[config.mk]
export PLATFORM = sky130hd
export DESIGN_NAME = led_matrix_chain_framebuffer_driver_top
export DESIGN_NICKNAME = d
export VERILOG_FILES = /design/src/design/lmcd_pkg.sv /design/src/design/led_matrix_chain_framebuffer_driver_top.sv /design/src/design/lmcd_ram.sv /design/src/design/lmcd_useq.sv /design/src/design/lmcd_dpath.sv
export VERILOG_INCLUDE_DIRS = /design/src /design/src/design
export SDC_FILE = /design/constraint.sdc
export NUM_CORES = 1
export LEC_CHECK = 0
export BUFFER_PORTS_ARGS = -buffer_cell sky130_fd_sc_hd__buf_2
export CORE_AREA = 2 2 225 227
export CTS_CLUSTER_DIAMETER = 50
export DETAILED_ROUTE_END_ITERATION = 7
export DIE_AREA = 0 0 227 229
export HOLD_SLACK_MARGIN = 0.02
export PLACE_DENSITY = 0.55
export SLEW_MARGIN = 5
export SYNTH_ARGS = -nofsm -noshare
export SYNTH_HDL_FRONTEND = slang
export SYNTH_HIERARCHICAL = 1
export SYNTH_SLANG_ARGS = --single-unit
[constraint.sdc]
create_clock -name clk -period 9.3 [get_ports clk]
set_clock_uncertainty 0.05 [all_clocks]
set_input_delay 1.86 -clock clk [delete_from_list [all_inputs] [get_ports clk]]
set_output_delay 1.86 -clock clk [all_outputs]
set_load 0.005 [all_outputs]
[src/design/assert_macros.svh]
// assertion macros shared by the frame driver modules
`ifndef ASSERT_MACROS_SVH
`define ASSERT_MACROS_SVH

// same-cycle implication, checked on every rising clock edge out of reset
`define ASSERT_IMPL(label, ante, cons, msg) \
  label: assert property (@(posedge clk) disable iff (!rst_n) (ante) |-> (cons)) \
    else $error(msg);

// next-cycle implication, checked on every rising clock edge out of reset
`define ASSERT_NEXT(label, ante, cons, msg) \
  label: assert property (@(posedge clk) disable iff (!rst_n) (ante) |=> (cons)) \
    else $error(msg);

`endif

[src/design/lmcd_pkg.sv]
// shared types, constants and microcode program of the led matrix frame driver
`timescale 1ns / 1ps

package lmcd_pkg;

  localparam int DEVICES         = 4;
  localparam int ROWS_PER_DEVICE = 8;
  localparam int STORE_DEPTH     = DEVICES * ROWS_PER_DEVICE;
  localparam int ADDR_W          = $clog2(STORE_DEPTH);
  localparam int DEV_W           = (DEVICES > 1) ? $clog2(DEVICES) : 1;
  localparam int ROW_W           = $clog2(ROWS_PER_DEVICE);
  localparam int PIX_COLS        = 8 * DEVICES;
  localparam int CFG_FRAMES      = 5;

  localparam logic [7:0] FILL_ON  = 8'hFF;
  localparam logic [7:0] FILL_OFF = 8'h00;
  localparam logic [7:0] MSB_MASK = 8'h80;

  // chip register addresses
  localparam logic [3:0] REG_NOOP      = 4'h0;
  localparam logic [3:0] REG_DECODE    = 4'h9;
  localparam logic [3:0] REG_INTENSITY = 4'hA;
  localparam logic [3:0] REG_SCAN      = 4'hB;
  localparam logic [3:0] REG_SHUTDOWN  = 4'hC;
  localparam logic [3:0] REG_TEST      = 4'hF;

  typedef enum logic [1:0] {
    CMD_SETPIX  = 2'd0,
    CMD_CLEAR   = 2'd1,
    CMD_REFRESH = 2'd2,
    CMD_CONFIG  = 2'd3
  } cmd_e;

  typedef enum logic [1:0] {
    COL_WHITE   = 2'd0,
    COL_BLACK   = 2'd1,
    COL_INVERSE = 2'd2,
    COL_BAD     = 2'd3
  } colour_e;

  typedef enum logic [1:0] {
    ST_OK    = 2'd0,
    ST_RANGE = 2'd1,
    ST_ERR   = 2'd2
  } status_e;

  typedef enum logic [2:0] {
    CFG_LAYOUT    = 3'd0,
    CFG_DECODE    = 3'd1,
    CFG_INTENSITY = 3'd2,
    CFG_SCAN      = 3'd3,
    CFG_NORMAL    = 3'd4,
    CFG_TEST      = 3'd5
  } cfg_idx_e;

  typedef struct packed {
    logic       layout;
    logic [7:0] decode;
    logic [3:0] intensity;
    logic [2:0] scan_limit;
    logic       normal;
    logic       test;
  } cfg_t;

  typedef struct packed {
    logic err;
    logic scan_more;
    logic cfg_more;
  } flags_t;

  // microcode fields
  typedef enum logic [1:0] {EM_NONE, EM_STATUS, EM_SCAN, EM_CFG} emit_e;
  typedef enum logic [1:0] {RD_NONE, RD_PIX, RD_CUR, RD_NXT} rd_e;
  typedef enum logic [1:0] {WR_NONE, WR_PIX, WR_FILL, WR_ZERO} wr_e;
  typedef enum logic [1:0] {C_NEVER, C_ERR, C_SCAN_MORE, C_CFG_MORE} cond_e;

  typedef logic [3:0] upc_t;

  typedef struct packed {
    emit_e emit;
    rd_e   rd;
    wr_e   wr;
    logic  adv;
    cond_e cond;
    upc_t  target;
    logic  done;
  } uword_t;

  // program entry points and steps
  localparam upc_t UA_SP0  = 4'd0;
  localparam upc_t UA_SP1  = 4'd1;
  localparam upc_t UA_ERR  = 4'd2;
  localparam upc_t UA_CL0  = 4'd3;
  localparam upc_t UA_CL1  = 4'd4;
  localparam upc_t UA_CL2  = 4'd5;
  localparam upc_t UA_RF0  = 4'd6;
  localparam upc_t UA_RF1  = 4'd7;
  localparam upc_t UA_CF0  = 4'd8;
  localparam upc_t UA_CF1  = 4'd9;
  localparam upc_t UA_INIT = 4'd10;

  localparam uword_t UW_NOP = '{emit: EM_NONE, rd: RD_NONE, wr: WR_NONE, adv: 1'b0,
                                cond: C_NEVER, target: UA_SP0, done: 1'b1};

  function automatic uword_t ucode_rom(input upc_t pc);
    uword_t w;
    w = UW_NOP;
    case (pc)
      UA_SP0: w = '{emit: EM_NONE, rd: RD_PIX, wr: WR_NONE, adv: 1'b0,
                    cond: C_ERR, target: UA_ERR, done: 1'b0};
      UA_SP1: w = '{emit: EM_STATUS, rd: RD_NONE, wr: WR_PIX, adv: 1'b0,
                    cond: C_NEVER, target: UA_SP0, done: 1'b1};
      UA_ERR: w = '{emit: EM_STATUS, rd: RD_NONE, wr: WR_NONE, adv: 1'b0,
                    cond: C_NEVER, target: UA_SP0, done: 1'b1};
      UA_CL0: w = '{emit: EM_NONE, rd: RD_NONE, wr: WR_NONE, adv: 1'b0,
                    cond: C_ERR, target: UA_ERR, done: 1'b0};
      UA_CL1: w = '{emit: EM_NONE, rd: RD_NONE, wr: WR_FILL, adv: 1'b1,
                    cond: C_SCAN_MORE, target: UA_CL1, done: 1'b0};
      UA_CL2: w = '{emit: EM_STATUS, rd: RD_NONE, wr: WR_NONE, adv: 1'b0,
                    cond: C_NEVER, target: UA_SP0, done: 1'b1};
      UA_RF0: w = '{emit: EM_NONE, rd: RD_CUR, wr: WR_NONE, adv: 1'b0,
                    cond: C_NEVER, target: UA_SP0, done: 1'b0};
      UA_RF1: w = '{emit: EM_SCAN, rd: RD_NXT, wr: WR_NONE, adv: 1'b1,
                    cond: C_SCAN_MORE, target: UA_RF1, done: 1'b1};
      UA_CF0: w = '{emit: EM_NONE, rd: RD_NONE, wr: WR_NONE, adv: 1'b0,
                    cond: C_ERR, target: UA_ERR, done: 1'b0};
      UA_CF1: w = '{emit: EM_CFG, rd: RD_NONE, wr: WR_NONE, adv: 1'b1,
                    cond: C_CFG_MORE, target: UA_CF1, done: 1'b1};
      UA_INIT: w = '{emit: EM_NONE, rd: RD_NONE, wr: WR_ZERO, adv: 1'b1,
                     cond: C_SCAN_MORE, target: UA_INIT, done: 1'b1};
      default: w = UW_NOP;
    endcase
    return w;
  endfunction

endpackage

[src/design/led_matrix_chain_framebuffer_driver_top.sv]
// top level: configuration registers, microcode sequencer and datapath
// set pixel: reads the store word while checking the command, then writes the updated word and reports its status
// clear: 8*DEVICES store writes, one per cycle
// refresh: one store read per cycle, 8*DEVICES words in consecutive cycles
// configure: 5*DEVICES words in consecutive cycles; a rejected command ends in a status word only
// reset sets register defaults and clears all 8*DEVICES store words with busy high
`timescale 1ns / 1ps

module led_matrix_chain_framebuffer_driver_top (
  input  logic              clk,
  input  logic              rst_n,
  input  logic              start,
  output logic              busy,
  input  logic [1:0]        in_command,
  input  logic signed [7:0] in_pixel_x,
  input  logic signed [7:0] in_pixel_y,
  input  logic [1:0]        in_colour,
  input  logic [3:0]        in_device_index,
  input  logic              cfg_we,
  input  logic [2:0]        cfg_index,
  input  logic [7:0]        cfg_wdata,
  output logic              out_valid,
  output logic              out_word_valid,
  output logic [3:0]        out_chip_register,
  output logic [7:0]        out_chip_data,
  output logic              out_frame_end,
  output logic [1:0]        out_status,
  output logic              out_last_result
);

  import lmcd_pkg::*;

  cfg_t   cfg_r, cfg_nxt;
  flags_t flags;
  uword_t uw;
  logic   accept;
  logic   seq_busy;

  always_comb begin
    cfg_nxt = cfg_r;
    if (cfg_we) begin
      case (cfg_idx_e'(cfg_index))
        CFG_LAYOUT:    cfg_nxt.layout     = cfg_wdata[0];
        CFG_DECODE:    cfg_nxt.decode     = cfg_wdata;
        CFG_INTENSITY: cfg_nxt.intensity  = cfg_wdata[3:0];
        CFG_SCAN:      cfg_nxt.scan_limit = cfg_wdata[2:0];
        CFG_NORMAL:    cfg_nxt.normal     = cfg_wdata[0];
        CFG_TEST:      cfg_nxt.test       = cfg_wdata[0];
        default: begin
        end
      endcase
    end
  end

  always_ff @(posedge clk) begin
    if (!rst_n) begin
      cfg_r <= '{layout: 1'b0, decode: 8'd0, intensity: 4'd1, scan_limit: 3'd7,
                 normal: 1'b1, test: 1'b0};
    end else begin
      cfg_r <= cfg_nxt;
    end
  end

  lmcd_useq u_useq (
    .clk    (clk),
    .rst_n  (rst_n),
    .start  (start),
    .cmd    (cmd_e'(in_command)),
    .flags  (flags),
    .busy   (seq_busy),
    .accept (accept),
    .uw     (uw)
  );

  lmcd_dpath u_dpath (
    .clk               (clk),
    .rst_n             (rst_n),
    .accept            (accept),
    .busy              (seq_busy),
    .uw                (uw),
    .cfg               (cfg_r),
    .in_command        (in_command),
    .in_pixel_x        (in_pixel_x),
    .in_pixel_y        (in_pixel_y),
    .in_colour         (in_colour),
    .in_device_index   (in_device_index),
    .flags             (flags),
    .out_valid         (out_valid),
    .out_word_valid    (out_word_valid),
    .out_chip_register (out_chip_register),
    .out_chip_data     (out_chip_data),
    .out_frame_end     (out_frame_end),
    .out_status        (out_status),
    .out_last_result   (out_last_result)
  );

  assign busy = seq_busy;

endmodule

[src/design/lmcd_ram.sv]
// generic single write port ram with registered read
`timescale 1ns / 1ps

module lmcd_ram #(
  parameter int WIDTH = 8,
  parameter int DEPTH = 32
) (
  input  logic                     clk,
  input  logic                     we,
  input  logic [$clog2(DEPTH)-1:0] waddr,
  input  logic [WIDTH-1:0]         wdata,
  input  logic [$clog2(DEPTH)-1:0] raddr,
  output logic [WIDTH-1:0]         rdata
);

  logic [WIDTH-1:0] mem [DEPTH];
  logic [WIDTH-1:0] rdata_r;

  always_ff @(posedge clk) begin
    if (we) begin
      mem[waddr] <= wdata;
    end
    rdata_r <= mem[raddr];
  end

  assign rdata = rdata_r;

endmodule

[src/design/lmcd_useq.sv]
// microcode sequencer: step counter, control rom and conditional jumps
`timescale 1ns / 1ps

module lmcd_useq (
  input  logic              clk,
  input  logic              rst_n,
  input  logic              start,
  input  lmcd_pkg::cmd_e    cmd,
  input  lmcd_pkg::flags_t  flags,
  output logic              busy,
  output logic              accept,
  output lmcd_pkg::uword_t  uw
);

  import lmcd_pkg::*;

  upc_t   pc_r, pc_nxt;
  logic   busy_r, busy_nxt;
  uword_t rom_w;
  logic   jump;
  upc_t   entry;

  assign rom_w  = ucode_rom(pc_r);
  assign accept = start && !busy_r;

  always_comb begin
    case (rom_w.cond)
      C_NEVER:     jump = 1'b0;
      C_ERR:       jump = flags.err;
      C_SCAN_MORE: jump = flags.scan_more;
      C_CFG_MORE:  jump = flags.cfg_more;
      default:     jump = 1'b0;
    endcase
  end

  always_comb begin
    case (cmd)
      CMD_SETPIX:  entry = UA_SP0;
      CMD_CLEAR:   entry = UA_CL0;
      CMD_REFRESH: entry = UA_RF0;
      CMD_CONFIG:  entry = UA_CF0;
      default:     entry = UA_CF0;
    endcase
  end

  always_comb begin
    pc_nxt   = pc_r;
    busy_nxt = busy_r;
    if (accept) begin
      pc_nxt   = entry;
      busy_nxt = 1'b1;
    end else if (busy_r) begin
      if (jump) begin
        pc_nxt = rom_w.target;
      end else if (rom_w.done) begin
        busy_nxt = 1'b0;
      end else begin
        pc_nxt = pc_r + upc_t'(1);
      end
    end
  end

  // reset starts the store clearing program
  always_ff @(posedge clk) begin
    if (!rst_n) begin
      pc_r   <= UA_INIT;
      busy_r <= 1'b1;
    end else begin
      pc_r   <= pc_nxt;
      busy_r <= busy_nxt;
    end
  end

  assign busy = busy_r;
  assign uw   = busy_r ? rom_w : UW_NOP;

`include "assert_macros.svh"

  `ASSERT_NEXT(a_accept_busy, accept, busy_r, "accepted command did not raise busy")
  `ASSERT_NEXT(a_done_idle, busy_r && rom_w.done && !jump, !busy_r,
               "finished program kept busy high")

endmodule

[src/design/lmcd_dpath.sv]
// datapath: command latch, scan counters, frame store and result register
`timescale 1ns / 1ps

module lmcd_dpath (
  input  logic               clk,
  input  logic               rst_n,
  input  logic               accept,
  input  logic               busy,
  input  lmcd_pkg::uword_t   uw,
  input  lmcd_pkg::cfg_t     cfg,
  input  logic [1:0]         in_command,
  input  logic signed [7:0]  in_pixel_x,
  input  logic signed [7:0]  in_pixel_y,
  input  logic [1:0]         in_colour,
  input  logic [3:0]         in_device_index,
  output lmcd_pkg::flags_t   flags,
  output logic               out_valid,
  output logic               out_word_valid,
  output logic [3:0]         out_chip_register,
  output logic [7:0]         out_chip_data,
  output logic               out_frame_end,
  output logic [1:0]         out_status,
  output logic               out_last_result
);

  import lmcd_pkg::*;

  localparam logic [DEV_W-1:0] DEV_MAX    = DEV_W'(DEVICES - 1);
  localparam logic [ROW_W-1:0] LAST_ROW   = ROW_W'(ROWS_PER_DEVICE - 1);
  localparam logic [ROW_W-1:0] LAST_FRAME = ROW_W'(CFG_FRAMES - 1);
  localparam logic [3:0]       DEV_LIMIT  = 4'(DEVICES);

  function automatic logic [ADDR_W-1:0] addr_of(input logic [ROW_W-1:0] row,
                                                input logic [ADDR_W-1:0] slot);
    return ADDR_W'(row) * ADDR_W'(DEVICES) + slot;
  endfunction

  // latched command beat
  cmd_e             cmd_r;
  logic signed [7:0] x_r, y_r;
  colour_e          colour_r;
  logic [3:0]       dev_idx_r;

  logic [ROW_W-1:0] row_r, row_nxt, row_adv;
  logic [DEV_W-1:0] dev_r, dev_nxt, dev_adv;

  logic              pix_oob, colour_bad, clear_bad, dev_bad;
  logic              err_flag, scan_more, cfg_more;
  status_e           status_val;
  logic [ROW_W-1:0]  pix_row;
  logic [ADDR_W-1:0] pix_addr, cur_addr, nxt_addr;
  logic [7:0]        mask, pix_new;

  logic              ram_we;
  logic [ADDR_W-1:0] ram_waddr, ram_raddr;
  logic [7:0]        ram_wdata, ram_rdata;

  logic       hit;
  logic [3:0] cfg_reg;
  logic [7:0] cfg_val;

  logic       out_valid_r, out_word_valid_r, out_frame_end_r, out_last_r;
  logic [3:0] out_reg_r;
  logic [7:0] out_data_r;
  status_e    out_status_r;

  always_ff @(posedge clk) begin
    if (accept) begin
      cmd_r     <= cmd_e'(in_command);
      x_r       <= in_pixel_x;
      y_r       <= in_pixel_y;
      colour_r  <= colour_e'(in_colour);
      dev_idx_r <= in_device_index;
    end
  end

  // checks
  assign pix_oob = x_r[7] || ($unsigned(x_r) >= 8'(PIX_COLS)) ||
                   y_r[7] || ($unsigned(y_r) >= 8'(ROWS_PER_DEVICE));
  assign colour_bad = (colour_r == COL_BAD);
  assign clear_bad  = (colour_r == COL_INVERSE) || (colour_r == COL_BAD);
  assign dev_bad    = (dev_idx_r >= DEV_LIMIT);

  always_comb begin
    case (cmd_r)
      CMD_SETPIX: begin
        err_flag   = pix_oob || colour_bad;
        status_val = pix_oob ? ST_RANGE : (colour_bad ? ST_ERR : ST_OK);
      end
      CMD_CLEAR: begin
        err_flag   = clear_bad;
        status_val = clear_bad ? ST_ERR : ST_OK;
      end
      CMD_CONFIG: begin
        err_flag   = dev_bad;
        status_val = dev_bad ? ST_ERR : ST_OK;
      end
      default: begin
        err_flag   = 1'b0;
        status_val = ST_OK;
      end
    endcase
  end

  // scan counters: row ascending, device descending
  always_comb begin
    if (dev_r == '0) begin
      dev_adv = DEV_MAX;
      row_adv = row_r + ROW_W'(1);
    end else begin
      dev_adv = dev_r - DEV_W'(1);
      row_adv = row_r;
    end
  end

  always_comb begin
    row_nxt = row_r;
    dev_nxt = dev_r;
    if (!busy) begin
      row_nxt = '0;
      dev_nxt = DEV_MAX;
    end else if (uw.adv) begin
      row_nxt = row_adv;
      dev_nxt = dev_adv;
    end
  end

  always_ff @(posedge clk) begin
    if (!rst_n) begin
      row_r <= '0;
      dev_r <= DEV_MAX;
    end else begin
      row_r <= row_nxt;
      dev_r <= dev_nxt;
    end
  end

  assign scan_more = !((row_r == LAST_ROW) && (dev_r == '0));
  assign cfg_more  = !((row_r == LAST_FRAME) && (dev_r == '0));
  assign flags     = '{err: err_flag, scan_more: scan_more, cfg_more: cfg_more};

  // pixel addressing
  assign pix_row  = cfg.layout ? ~y_r[ROW_W-1:0] : y_r[ROW_W-1:0];
  assign pix_addr = addr_of(pix_row, ADDR_W'(x_r[7:3]));
  assign cur_addr = addr_of(row_r, ADDR_W'(dev_r));
  assign nxt_addr = addr_of(row_adv, ADDR_W'(dev_adv));
  assign mask     = cfg.layout ? (8'h01 << x_r[2:0]) : (MSB_MASK >> x_r[2:0]);

  always_comb begin
    case (colour_r)
      COL_WHITE: pix_new = ram_rdata | mask;
      COL_BLACK: pix_new = ram_rdata & ~mask;
      default:   pix_new = ram_rdata ^ mask;
    endcase
  end

  always_comb begin
    case (uw.rd)
      RD_PIX:  ram_raddr = pix_addr;
      RD_NXT:  ram_raddr = nxt_addr;
      default: ram_raddr = cur_addr;
    endcase
  end

  always_comb begin
    case (uw.wr)
      WR_PIX:  ram_wdata = pix_new;
      WR_FILL: ram_wdata = (colour_r == COL_WHITE) ? FILL_ON : FILL_OFF;
      default: ram_wdata = FILL_OFF;
    endcase
  end

  assign ram_we    = (uw.wr != WR_NONE);
  assign ram_waddr = (uw.wr == WR_PIX) ? pix_addr : cur_addr;

  lmcd_ram #(
    .WIDTH (8),
    .DEPTH (STORE_DEPTH)
  ) u_store (
    .clk   (clk),
    .we    (ram_we),
    .waddr (ram_waddr),
    .wdata (ram_wdata),
    .raddr (ram_raddr),
    .rdata (ram_rdata)
  );

  // configure frames, indexed by the frame counter
  assign hit = (4'(dev_r) == dev_idx_r);

  always_comb begin
    case (row_r)
      3'd0: begin
        cfg_reg = REG_DECODE;
        cfg_val = cfg.decode;
      end
      3'd1: begin
        cfg_reg = REG_INTENSITY;
        cfg_val = 8'(cfg.intensity);
      end
      3'd2: begin
        cfg_reg = REG_SCAN;
        cfg_val = 8'(cfg.scan_limit);
      end
      3'd3: begin
        cfg_reg = REG_TEST;
        cfg_val = 8'(cfg.test);
      end
      default: begin
        cfg_reg = REG_SHUTDOWN;
        cfg_val = 8'(cfg.normal);
      end
    endcase
  end

  // result register
  always_ff @(posedge clk) begin
    if (!rst_n) begin
      out_valid_r <= 1'b0;
    end else begin
      out_valid_r <= (uw.emit != EM_NONE);
    end
  end

  always_ff @(posedge clk) begin
    case (uw.emit)
      EM_STATUS: begin
        out_word_valid_r <= 1'b0;
        out_reg_r        <= REG_NOOP;
        out_data_r       <= FILL_OFF;
        out_frame_end_r  <= 1'b0;
        out_status_r     <= status_val;
        out_last_r       <= 1'b1;
      end
      EM_SCAN: begin
        out_word_valid_r <= 1'b1;
        out_reg_r        <= 4'(row_r) + 4'd1;
        out_data_r       <= ram_rdata;
        out_frame_end_r  <= (dev_r == '0);
        out_status_r     <= ST_OK;
        out_last_r       <= !scan_more;
      end
      EM_CFG: begin
        out_word_valid_r <= 1'b1;
        out_reg_r        <= hit ? cfg_reg : REG_NOOP;
        out_data_r       <= hit ? cfg_val : FILL_OFF;
        out_frame_end_r  <= (dev_r == '0);
        out_status_r     <= ST_OK;
        out_last_r       <= !cfg_more;
      end
      default: begin
      end
    endcase
  end

  assign out_valid         = out_valid_r;
  assign out_word_valid    = out_word_valid_r;
  assign out_chip_register = out_reg_r;
  assign out_chip_data     = out_data_r;
  assign out_frame_end     = out_frame_end_r;
  assign out_status        = out_status_r;
  assign out_last_result   = out_last_r;

`include "assert_macros.svh"

  `ASSERT_IMPL(a_no_idle_write, !busy, !ram_we, "frame store written while idle")
  `ASSERT_IMPL(a_word_ok, out_valid_r && out_word_valid_r, out_status_r == ST_OK,
               "chain word carries a non-ok status")

endmodule

==> flow_metrics.py <==
metrics = {
    "route": {
        "drtIter0Drc": 620,
        "ant_nets": 0,
        "wl_per_cell_um": 20.22,
        "wirelength_mm": 33.20,
        "vias_per_cell": 4.764,
        "dr.pass1.iters": 7,
        "via_count": 7823,
        "route.detailed.drc": 0,
    },
    "global_route": {
        "antenna_found_initial": 1,
        "grt_pass1_vias": 7741,
        "grt_max_degree": 65,
        "grt-ovfl-total": 0,
        "grt_pass1_wl_mm": 49.88,
        "grt_usage_pct": 12.79,
    },
    "sta": {
        "finalSetupViolCount": 0,
        "slew_headroom_pct": 16.68,
        "slew_viol_final": 0,
        "worstMarginPinSlew_ns": 1.250,
        "min_period_ns": 4.450,
        "holdWs_ns": 0.4060,
        "finalHoldViolations": 0,
        "fin_ws_ns": 4.850,
        "grt_setup_unrepaired": "no",
        "min_period_over_period_pct": 47.85,
        "setup_tns_ns": 0,
        "clock.fmax_ghz": 0.2247,
    },
    "floorplan": {
        "die-area_um2": 51980,
        "coreArea_um2": 49660,
        "die-height_um": 229,
        "start_util_pct": 29.71,
        "ioPinCount": 58,
        "rows": 82,
        "die_w_um": 227,
    },
    "worst_setup_path": {
        "critical_path.most_common_cell": "mux4_2",
        "rr_startpoint": "u_useq/busy",
        "required_ns": 9.68,
        "rrSetupSlack_ns": 4.85,
        "path_class": "reg -> reg",
        "crit_arrival_ns": 4.83,
        "critPathCaptureType": "register",
        "slowest_stage": "buf_4",
        "path_cells": "and2_1, o211ai_1, o21ai_4, buf_4, mux4_2, mux4_2, mux2_2",
        "startpoint": "u_useq/busy",
        "crit_fanout": 46,
        "critPathBufInv": 1,
        "crit_path_start_kind": "register",
        "slowest_delay_ns": 0.82,
        "crit_family": "multiplexers",
    },
    "layout": {
        "finish.net_count": 1014,
        "fin_area_um2": 17230,
        "layout_commonest_cell": "edfxtp_1",
        "mostFrequentLayoutCells": "297 x edfxtp_1, 80 x mux4_2, 57 x buf_2, 53 x nor2_1, 52 x nand2_1",
        "area_delta_synth_final_pct": 16.78,
        "nFillCells": 4709,
        "num_antenna_cells": 0,
        "layout-drive-gt1-share_pct": 26.70,
    },
    "min_path": {
        "worst_hold_path_type": "reg -> reg",
        "hold_path.startpoint": "cfg_r[9]",
    },
    "clock_tree": {
        "cts_resized": 0,
        "cts.clk_slew.worst_paths_ns": 0.06,
        "hold_buffers": 0,
        "clock_tree.htree_level_count": 2,
        "cts_root_buffer": "clkbuf_16",
        "clock_latency_ns": 0.54,
        "cts_tree": "built",
        "cts.sinks": 346,
        "cts_inserted_buffers": 41,
        "clockBufferDepth": 3,
        "cts_setup_buffers": 0,
    },
    "power_and_ir_drop": {
        "intPower_mw": 3.777,
        "p_clk_share_pct": 30.3,
        "cellLeakagePower_nw": 5.683,
        "cellPowerDensity_nw_per_um2": 317.3,
        "switching_share_pct": 30.91,
        "seq_power_share_pct": 39.5,
        "netSwitchingPower_mw": 1.690,
        "finalPower_mw": 5.466,
        "p_comb_share_pct": 30.3,
        "ir_drop_v": 0.0001598,
    },
    "placement": {
        "place_ws_ns": 4.734,
        "io_buffers": 57,
        "place_area_um2": 15820,
        "hpwl_mm": 20.92,
        "place_congestion": 0.7799,
    },
    "run_status": {
        "outcome": "completed",
    },
    "logic_synthesis": {
        "postSynthNetCount": 947,
        "netlist_area_um2": 14750,
        "yosys_warnings": 6,
        "synth.avg_cell_area_um2": 16.94,
        "netlist_instances": 871,
    },
    "run": {
        "drv_cap": 0,
    },
}
-- area by class of cell --
cell class              count  area, um^2  share of cell area, %
clock buffers              58        1174                  6.812
clock inverters            17       236.5                  1.373
inverters                  26       97.59                 0.5665
multi-input cells         453        4597                  26.68
flip-flops and latches    346        9899                  57.46
well taps                 672       840.8                  4.881
repair buffers             70       382.9                  2.222
-- final timing paths --
check             depth (start not counted)                  endpoint
hold reg to reg                           2                  cfg_r[9]
setup reg to reg                          7  u_dpath/u_store/rdata[7]
hold / removal                            2                  cfg_r[9]
setup / recovery                          7  u_dpath/u_store/rdata[7]
-- worst min-delay path, delay by kind of cell, from the launching register on --
| family | cells | cell delay (ns) |
|---|---|---|
| AND/OR/NAND/NOR | 1 | 0.05 |
| flip-flops | 1 | 0.30 |
| multiplexers | 1 | 0.05 |
-- power groups by stage --
stage	clock [mW]	sequential, mW	combinational, mW
CTS	1.69	2.16	1.68
finish	1.65	2.16	1.65
global placement	0	2.19	1.64
floorplan	0	2.16	1.17
global route	1.75	2.18	1.80
detailed placement	0	2.19	1.67
-- through the flow --
step                cells  util, %
finish               1642    34.69
global route         1642    34.69
CTS                  1642    34.69
detailed placement   1567    31.85
global placement     1567    31.85
floorplan             871        -
-- sequential cells by signal, summed over array words and instances, names as in the netlist, 2 cells and up --
name                       flops
u_dpath/out_status             2
u_dpath/u_store/mem          256
u_dpath/row_r                  3
u_useq/pc_r                    4
cfg_r                         18
u_dpath/colour_r               2
u_dpath/dev_r                  2
u_dpath/x_r                    8
u_dpath/cmd_r                  2
u_useq/rom_w                  12
u_dpath/out_chip_data          8
u_dpath/dev_idx_r              4
u_dpath/out_chip_register      4
u_dpath/y_r                    8
u_dpath/u_store/rdata          8
-- routing by layer --
metal / global-route usage [%] / routed length (um) / vias up
li1: - / - / 3552
met1: 18.26 / 15350 / 4003
met2: 19.71 / 15280 / 212
met3: 2.271 / 1748 / 54
met4: 4.248 / 810 / 2
met5: 0 / 12 / -
(Power assumes the default switching activity.)
